--- src/design/fspr_pkg.sv ---
// Package for the fixed-step PCM resampler: widths, register indexes,
// controller states, command/status structs and count conversions.
// No dependencies.
package fspr_pkg;

   localparam int COUNT_BITS     = 24;
   localparam int FRAC_BITS      = 8;
   localparam int STEP_BITS      = 12;
   localparam int PHASE_BITS     = 13;
   localparam int SAMPLE_BITS    = 16;
   localparam int INDEX_BITS     = 24;
   localparam int CFG_COUNT_BITS = 24;
   localparam int CSR_DATA_BITS  = 24;
   localparam int CSR_INDEX_BITS = 2;

   localparam logic [PHASE_BITS-1:0] ONE_SAMPLE = PHASE_BITS'(1 << FRAC_BITS);
   localparam logic [STEP_BITS-1:0]  MIN_STEP   = STEP_BITS'(4);
   localparam logic [STEP_BITS-1:0]  STEP_RESET = STEP_BITS'(256);

   typedef enum logic [CSR_INDEX_BITS-1:0] {
      CSR_STEP,
      CSR_IN_WIDTH_16,
      CSR_OUT_WIDTH_16,
      CSR_OUT_COUNT
   } csr_index_type;

   typedef enum logic [1:0] {
      ST_IDLE,
      ST_EVAL,
      ST_WAIT
   } state_type;

   typedef struct packed {
      logic load;
      logic emit;
      logic finish;
   } cmd_type;

   typedef struct packed {
      logic more;
      logic last;
   } status_type;

   function automatic logic [COUNT_BITS-1:0] to_count(input logic [CFG_COUNT_BITS-1:0] v);
      logic [COUNT_BITS-1:0] r;
      r = '0;
      for (int i = 0; i < COUNT_BITS; i++) begin
         if (i < CFG_COUNT_BITS) begin
            r[i] = v[i];
         end
      end
      return r;
   endfunction

   function automatic logic [INDEX_BITS-1:0] to_index(input logic [COUNT_BITS-1:0] c);
      logic [INDEX_BITS-1:0] r;
      r = '0;
      for (int i = 0; i < INDEX_BITS; i++) begin
         if (i < COUNT_BITS) begin
            r[i] = c[i];
         end
      end
      return r;
   endfunction

endpackage

--- src/design/fspr_ctrl.sv ---
// Controller for the fixed-step PCM resampler: sequences load, emit and
// finish commands for the datapath. Depends on fspr_pkg.
module fspr_ctrl (
   input  logic                clock,
   input  logic                reset,
   input  logic                req_valid,
   output logic                req_stall,
   input  logic                rsp_stall,
   input  fspr_pkg::status_type status,
   output fspr_pkg::cmd_type    cmd
);
   import fspr_pkg::*;

   state_type state_ff;
   state_type state_in;

   always_ff @(posedge clock) begin
      if (reset) begin
         state_ff <= ST_IDLE;
      end else begin
         state_ff <= state_in;
      end
   end

   always_comb begin
      state_in  = state_ff;
      req_stall = 1'b1;
      cmd       = '0;
      unique case (state_ff)
         ST_IDLE: begin
            req_stall = 1'b0;
            if (req_valid) begin
               cmd.load = 1'b1;
               state_in = ST_EVAL;
            end
         end
         ST_EVAL: begin
            if (status.more) begin
               cmd.emit = 1'b1;
               state_in = ST_WAIT;
            end else begin
               cmd.finish = 1'b1;
               state_in   = ST_IDLE;
            end
         end
         ST_WAIT: begin
            if (!rsp_stall) begin
               if (status.last) begin
                  cmd.finish = 1'b1;
                  state_in   = ST_IDLE;
               end else begin
                  cmd.emit = 1'b1;
               end
            end
         end
         default: begin
            state_in = ST_IDLE;
         end
      endcase
   end

endmodule

--- src/design/fspr_datapath.sv ---
// Datapath for the fixed-step PCM resampler: config registers, sample
// conversion, phase and count tracking, output register. Depends on fspr_pkg.
module fspr_datapath (
   input  logic                                 clock,
   input  logic                                 reset,
   input  logic                                 csr_write_enable,
   input  logic [fspr_pkg::CSR_INDEX_BITS-1:0]  csr_index,
   input  logic [fspr_pkg::CSR_DATA_BITS-1:0]   csr_write_data,
   input  logic [fspr_pkg::SAMPLE_BITS-1:0]     req_in_sample,
   input  logic                                 req_restart,
   input  logic                                 rsp_stall,
   input  fspr_pkg::cmd_type                    cmd,
   output fspr_pkg::status_type                 status,
   output logic                                 rsp_valid,
   output logic signed [fspr_pkg::SAMPLE_BITS-1:0] rsp_out_sample,
   output logic [fspr_pkg::INDEX_BITS-1:0]      rsp_out_index,
   output logic                                 rsp_last_of_run
);
   import fspr_pkg::*;

   logic [STEP_BITS-1:0]      step_ff;
   logic                      in_width_16_ff;
   logic                      out_width_16_ff;
   logic [CFG_COUNT_BITS-1:0] out_count_ff;

   logic [PHASE_BITS-1:0]     phase_ff;
   logic [COUNT_BITS-1:0]     count_ff;
   logic [SAMPLE_BITS-1:0]    sample_ff;

   logic                      rsp_valid_ff;
   logic [SAMPLE_BITS-1:0]    rsp_sample_ff;
   logic [INDEX_BITS-1:0]     rsp_index_ff;
   logic                      rsp_last_ff;

   logic [STEP_BITS-1:0]      eff_step;
   logic [COUNT_BITS-1:0]     limit;
   logic [SAMPLE_BITS-1:0]    wide_sample;
   logic [SAMPLE_BITS-1:0]    conv_sample;
   logic [PHASE_BITS-1:0]     phase_next;
   logic [COUNT_BITS-1:0]     count_next;

   assign eff_step   = (step_ff < MIN_STEP) ? MIN_STEP : step_ff;
   assign limit      = to_count(out_count_ff);
   assign phase_next = phase_ff + PHASE_BITS'(eff_step);
   assign count_next = count_ff + COUNT_BITS'(1);

   // 8-bit unsigned: flip the sign bit and move to the top byte
   assign wide_sample = in_width_16_ff ? req_in_sample
                                       : {~req_in_sample[7], req_in_sample[6:0], 8'h00};
   assign conv_sample = out_width_16_ff ? wide_sample
                                        : {{8{wide_sample[15]}}, wide_sample[15:8]};

   assign status.more = (phase_ff < ONE_SAMPLE) && (count_ff < limit);
   assign status.last = rsp_last_ff;

   always_ff @(posedge clock) begin
      if (reset) begin
         step_ff         <= STEP_RESET;
         in_width_16_ff  <= 1'b0;
         out_width_16_ff <= 1'b0;
         out_count_ff    <= '0;
      end else if (csr_write_enable) begin
         unique case (csr_index_type'(csr_index))
            CSR_STEP:         step_ff         <= csr_write_data[STEP_BITS-1:0];
            CSR_IN_WIDTH_16:  in_width_16_ff  <= csr_write_data[0];
            CSR_OUT_WIDTH_16: out_width_16_ff <= csr_write_data[0];
            CSR_OUT_COUNT:    out_count_ff    <= csr_write_data[CFG_COUNT_BITS-1:0];
            default: ;
         endcase
      end
   end

   always_ff @(posedge clock) begin
      if (reset) begin
         phase_ff     <= '0;
         count_ff     <= '0;
         rsp_valid_ff <= 1'b0;
      end else begin
         if (cmd.load) begin
            if (req_restart) begin
               phase_ff <= '0;
               count_ff <= '0;
            end
         end else if (cmd.emit) begin
            phase_ff <= phase_next;
            count_ff <= count_next;
         end else if (cmd.finish) begin
            phase_ff <= (phase_ff >= ONE_SAMPLE) ? phase_ff - ONE_SAMPLE : '0;
         end
         if (cmd.emit) begin
            rsp_valid_ff <= 1'b1;
         end else if (!rsp_stall) begin
            rsp_valid_ff <= 1'b0;
         end
      end
   end

   always_ff @(posedge clock) begin
      if (cmd.load) begin
         sample_ff <= conv_sample;
      end
      if (cmd.emit) begin
         rsp_sample_ff <= sample_ff;
         rsp_index_ff  <= to_index(count_ff);
         rsp_last_ff   <= !((phase_next < ONE_SAMPLE) && (count_next < limit));
      end
   end

   assign rsp_valid       = rsp_valid_ff;
   assign rsp_out_sample  = rsp_sample_ff;
   assign rsp_out_index   = rsp_index_ff;
   assign rsp_last_of_run = rsp_last_ff;

endmodule

--- src/design/fixed_step_pcm_resampler_unit.sv ---
// Top level of the fixed-step PCM resampler: controller plus datapath.
// Depends on fspr_pkg, fspr_ctrl and fspr_datapath.
//
// Usage:
//   req_ channel carries one source sample (req_in_sample, req_restart) per
//   item; rsp_ channel carries output samples with their index in the sound
//   and a flag on the last output caused by the current input.
//   csr_ port writes step (4.8), in_width_16, out_width_16 and out_count;
//   write only while the block is idle.
// Timing:
//   An input is taken while idle and evaluated in the next cycle. One
//   that makes no output then returns the block to idle; one that makes
//   outputs holds the input side until its last output is taken, one
//   output per cycle from the output register while the receiver does not
//   stall. The output register and step/count update loop set this rate.
// Reset: synchronous; clears position and count, step returns to 256,
//   widths to 8-bit, out_count to 0.
// Stall: while rsp_stall is high the current output holds and req_stall
//   stays high; work resumes on the cycle the output is taken.
module fixed_step_pcm_resampler_unit (
   input  logic                                  clock,
   input  logic                                  reset,
   input  logic                                  csr_write_enable,
   input  logic [fspr_pkg::CSR_INDEX_BITS-1:0]   csr_index,
   input  logic [fspr_pkg::CSR_DATA_BITS-1:0]    csr_write_data,
   input  logic                                  req_valid,
   output logic                                  req_stall,
   input  logic [fspr_pkg::SAMPLE_BITS-1:0]      req_in_sample,
   input  logic                                  req_restart,
   output logic                                  rsp_valid,
   input  logic                                  rsp_stall,
   output logic signed [fspr_pkg::SAMPLE_BITS-1:0] rsp_out_sample,
   output logic [fspr_pkg::INDEX_BITS-1:0]       rsp_out_index,
   output logic                                  rsp_last_of_run
);
   import fspr_pkg::*;

   cmd_type    cmd;
   status_type status;

   fspr_ctrl u_ctrl (
      .clock     (clock),
      .reset     (reset),
      .req_valid (req_valid),
      .req_stall (req_stall),
      .rsp_stall (rsp_stall),
      .status    (status),
      .cmd       (cmd)
   );

   fspr_datapath u_datapath (
      .clock            (clock),
      .reset            (reset),
      .csr_write_enable (csr_write_enable),
      .csr_index        (csr_index),
      .csr_write_data   (csr_write_data),
      .req_in_sample    (req_in_sample),
      .req_restart      (req_restart),
      .rsp_stall        (rsp_stall),
      .cmd              (cmd),
      .status           (status),
      .rsp_valid        (rsp_valid),
      .rsp_out_sample   (rsp_out_sample),
      .rsp_out_index    (rsp_out_index),
      .rsp_last_of_run  (rsp_last_of_run)
   );

endmodule

--- config.mk ---
export PLATFORM = sky130hd
export DESIGN_NAME = fixed_step_pcm_resampler_unit
export DESIGN_NICKNAME = d
export VERILOG_FILES = /design/src/design/fspr_pkg.sv /design/src/design/fspr_ctrl.sv /design/src/design/fspr_datapath.sv /design/src/design/fixed_step_pcm_resampler_unit.sv
export SDC_FILE = /design/constraint.sdc
export NUM_CORES = 1
export LEC_CHECK = 0
export BUFFER_PORTS_ARGS = -buffer_cell sky130_fd_sc_hd__buf_2
export CORE_MARGIN = 10
export CORE_UTILIZATION = 45
export DETAILED_ROUTE_END_ITERATION = 6
export GPL_ROUTABILITY_DRIVEN = 0
export GPL_TIMING_DRIVEN = 0
export PLACE_DENSITY = 0.79
export SETUP_SLACK_MARGIN = 0.02
export SYNTH_ARGS = -nofsm -noshare
export SYNTH_HDL_FRONTEND = slang
export SYNTH_SLANG_ARGS = --single-unit
export TNS_END_PERCENT = 100
--- constraint.sdc ---
create_clock -name clock -period 3.3 [get_ports clock]
set_input_delay 0.165 -clock clock [delete_from_list [all_inputs] [get_ports clock]]
set_output_delay 0.165 -clock clock [all_outputs]
set_load 0.05 [all_outputs]
==> impl_results.md <==
* LEAKAGE at 3.99 nW
* Worst Hold Class: in -> reg
* Max_slew headroom at between 40% and 50%
* Area Growth Syn to Fin at 23.7%
* Yosys Warn Count at 0
* Die area at between 20,000 and 25,000 um^2
* Fin area at 9210 um^2
* Cell taking the most area after synthesis: edfxtp_1
* Fill count at around 1,400
* DRT Pass-1 Iters at 5
* Root Driver: clkbuf_16
* Status: finished with violations
* Post-Synthesis Cells at 759
* CTS max path bufs at 2
* Clock Pin Slew Worst Setup and Hold Paths at 0.06 ns
* Achievable Freq at between 0.3 and 0.4 GHz
* I/O Pins at 91
* Final hold vios at 0
* Max-Cap Viols at 0
* Tot GR Track Use at 17.6%
* Clock insertion delay at the later pin of the skew report at 0.43 ns
* Failing checks: negative setup slack
* # port buffers at 90
* Seq/Total Area, Yosys at 44.0%
* Worst setup margin at -0.00352 ns
* RSZ-0062 raised after global routing: yes
* WL final at ~20,000 um
* Crit path DAT at between 3 and 4 ns
* # H-tree levels at 4
* Congestion Overflow GR at 0
* Die Span Y at 149 um
* Syn_nets at 872
* Largest net degree at the start of global routing at 43
* Nets at 1,010
* Placement Setup Slack at -0.410 ns
* Most frequent cell after synthesis: nand2_1
* DRC violations left at 0
* Clk sinks at 135
* TritonCTS Buffers at 17
* PD cells at around 480 nW/um^2
* Crit share post-route at 100%
* Most instantiated cells after synthesis: nand2_1, dfxtp_1, a21oi_1, ha_1, edfxtp_1
* Initial antenna violation count at 0
* Dpl cell area at about 8000 um^2
* Final setup fails at 1
* Slew @ Worst Pin at between 0.7 and 0.8 ns
* Critical setup path kind: reg -> reg
* Share of cells above drive strength 1 at between 20% and 30%
* Async set-or-reset flop fraction in the synthesized netlist at 0%
* Core area at 16,100 um^2
* DR vias/cell at about 5.5
* CTS tree: yes
* Post-synth EDFFs at between 50 and 60
* Largest cells by area after synthesis: edfxtp_1, dfxtp_1, ha_1, nand2_1, a21oi_1
* Final Critical Period at roughly 3.3 ns
* Routed length per instance at between 15 and 20 um
* DR vias at a little over 6,000
* VDD IR-drop max at about 330 uV
* Final ANT Viol Nets at 0
* Crit start category: register
* Cell area after synthesis at roughly 7400 um^2
* Post-synthesis cell type count at 75
* Worst EP required at approximately 3.5 ns
* FP Rows at 46
* First-pass GRT wire length at 31,200 um
* Post-synth top area share at between 20 and 25%
* HPWL Detailed at approximately 14,000 um
* Post-synth top flop: dfxtp_1
* Max Slew Vio Count at 0
* Initial DRC count at 473
* CP max FO at 5
* Initial core utilization at roughly 46%
* ANT cells at 0
* Number of global-route vias before repair at 6,109
* Syn Area/Cell at about 9.8 um^2
* Synthesis-stage register bit count at around 140
* Clk_skew at 0.0131 ns
* Critical Path End Type: register
* Die X at ~150 um
==> critical path: stages, from the launching register on <==
cell     delay, ns
dfxtp_4       0.36
ha_4          0.15
nand4_4       0.12
or4_4         0.60
nor3b_4       0.25
buf_4         0.16
nand3_4       0.09
xnor2_2       0.18
ha_1          0.33
a21o_1        0.21
a21oi_2       0.17
o21ai_2       0.09
nor4b_2       0.21
nand4_1       0.11
==> worst paths after layout <==
check                                                          from                                     end  slack, ns  cells after the start
worst max-delay path            u_datapath.count_ff[1]$_SDFFE_PP0P_    u_datapath.rsp_last_of_run$_DFFE_PN_     -0.004                     13
worst min-delay path                              csr_write_data[5]      u_datapath.step_ff[5]$_SDFFE_PP0P_       0.01                      3
worst max register to register  u_datapath.count_ff[1]$_SDFFE_PP0P_    u_datapath.rsp_last_of_run$_DFFE_PN_     -0.004                     13
worst min register to register    u_datapath.sample_ff[9]$_DFFE_PP_  u_datapath.rsp_out_sample[9]$_DFFE_PN_       0.41                      0
==> layout by cell type, fill, tap and decap left out, types with 19 or more instances in the layout <==
| master | n |
|---|---|
| nand2_1 | 94 |
| buf_2 | 93 |
| edfxtp_1 | 57 |
| clkbuf_1 | 31 |
| dlygate4sd3_1 | 19 |
| nor2_1 | 41 |
| xnor2_1 | 20 |
| inv_1 | 47 |
| dfxtp_1 | 71 |
| ha_1 | 62 |
| a21oi_1 | 67 |
==> state kept, by name, summed over array words and instances, names as in the netlist <==
signal / flops
u_datapath.step_ff: 12
u_datapath.rsp_valid: 1
u_datapath.rsp_last_of_run: 1
u_datapath.sample_ff: 16
u_ctrl.state_ff: 2
u_datapath.count_ff: 24
u_datapath.rsp_out_sample: 16
u_datapath.phase_ff: 13
u_datapath.out_width_16_ff: 1
u_datapath.in_width_16_ff: 1
u_datapath.rsp_out_index: 24
u_datapath.limit: 24
==> per-layer routing <==
| layer | up-vias | global-route usage (%) | wire length [um] |
|---|---|---|---|
| li1 | 3038 | - | - |
| met1 | 2954 | 21.7 | 8410 |
| met2 | 184 | 28.9 | 9490 |
| met3 | 35 | 4.10 | 1150 |
| met4 | 0 | 7.14 | 459 |
| met5 | - | 0 | 0 |
==> metrics by stage <==
step	power, W	hold WS, ns	std cells	util (%)	TNS, ns
final	0.00438	0.0137	1126	57.4	-0.00352
after global routing	0.00452	0.0165	1126	57.4	-0.105
after CTS	0.00438	0.00131	1122	56.9	-0.0139
after detailed placement	0.00240	0.405	1065	51.0	-0.604
after global placement	0.00239	0.400	1065	51.0	-17.20
after floorplan	0.00224	0.289	759	-	0
==> area by class of cell <==
type	instances	area (um^2)	share of cell area (%)
Timing Repair Buffer	120	723	7.85
Clock buffer	21	472	5.12
Tap cell	216	270	2.93
Sequential cell	135	3290	35.7
Buffer	37	180	1.96
Inverter	48	185	2.01
Clock inverter	11	145	1.58
Multi-Input combinational cell	538	3950	42.9
==> where the power goes <==
group / total, W / internal, W / switching [W]
registers: 0.00185 / 0.00182 / 0.0000302
clock network: 0.00197 / 0.00125 / 0.000720
logic: 0.000553 / 0.000189 / 0.000364
==> what timing repair did <==
action	in CTS	in global routing
buffers inserted	6	5
endpoints found under the hold margin	21	0
pin swaps	7	11
setup endpoints to repair	43	13
hold buffers	19	0
resized for setup	29	14
==> logic make-up (layout without fill, tap and decap cells) <==
group,Yosys count,count (layout),synth area share [%]
adders and majority gates,65,65,11.0
DFF,135,135,44.0
buffers and inverters,86,237,4.77
xor gates and xnor gates,33,33,3.88
muxes,26,26,3.63
and+or+nand+nor,245,245,17.0
AOI/OAI and AO/OA,169,169,15.7
Note: power is estimated with default switching activity, not from simulation.
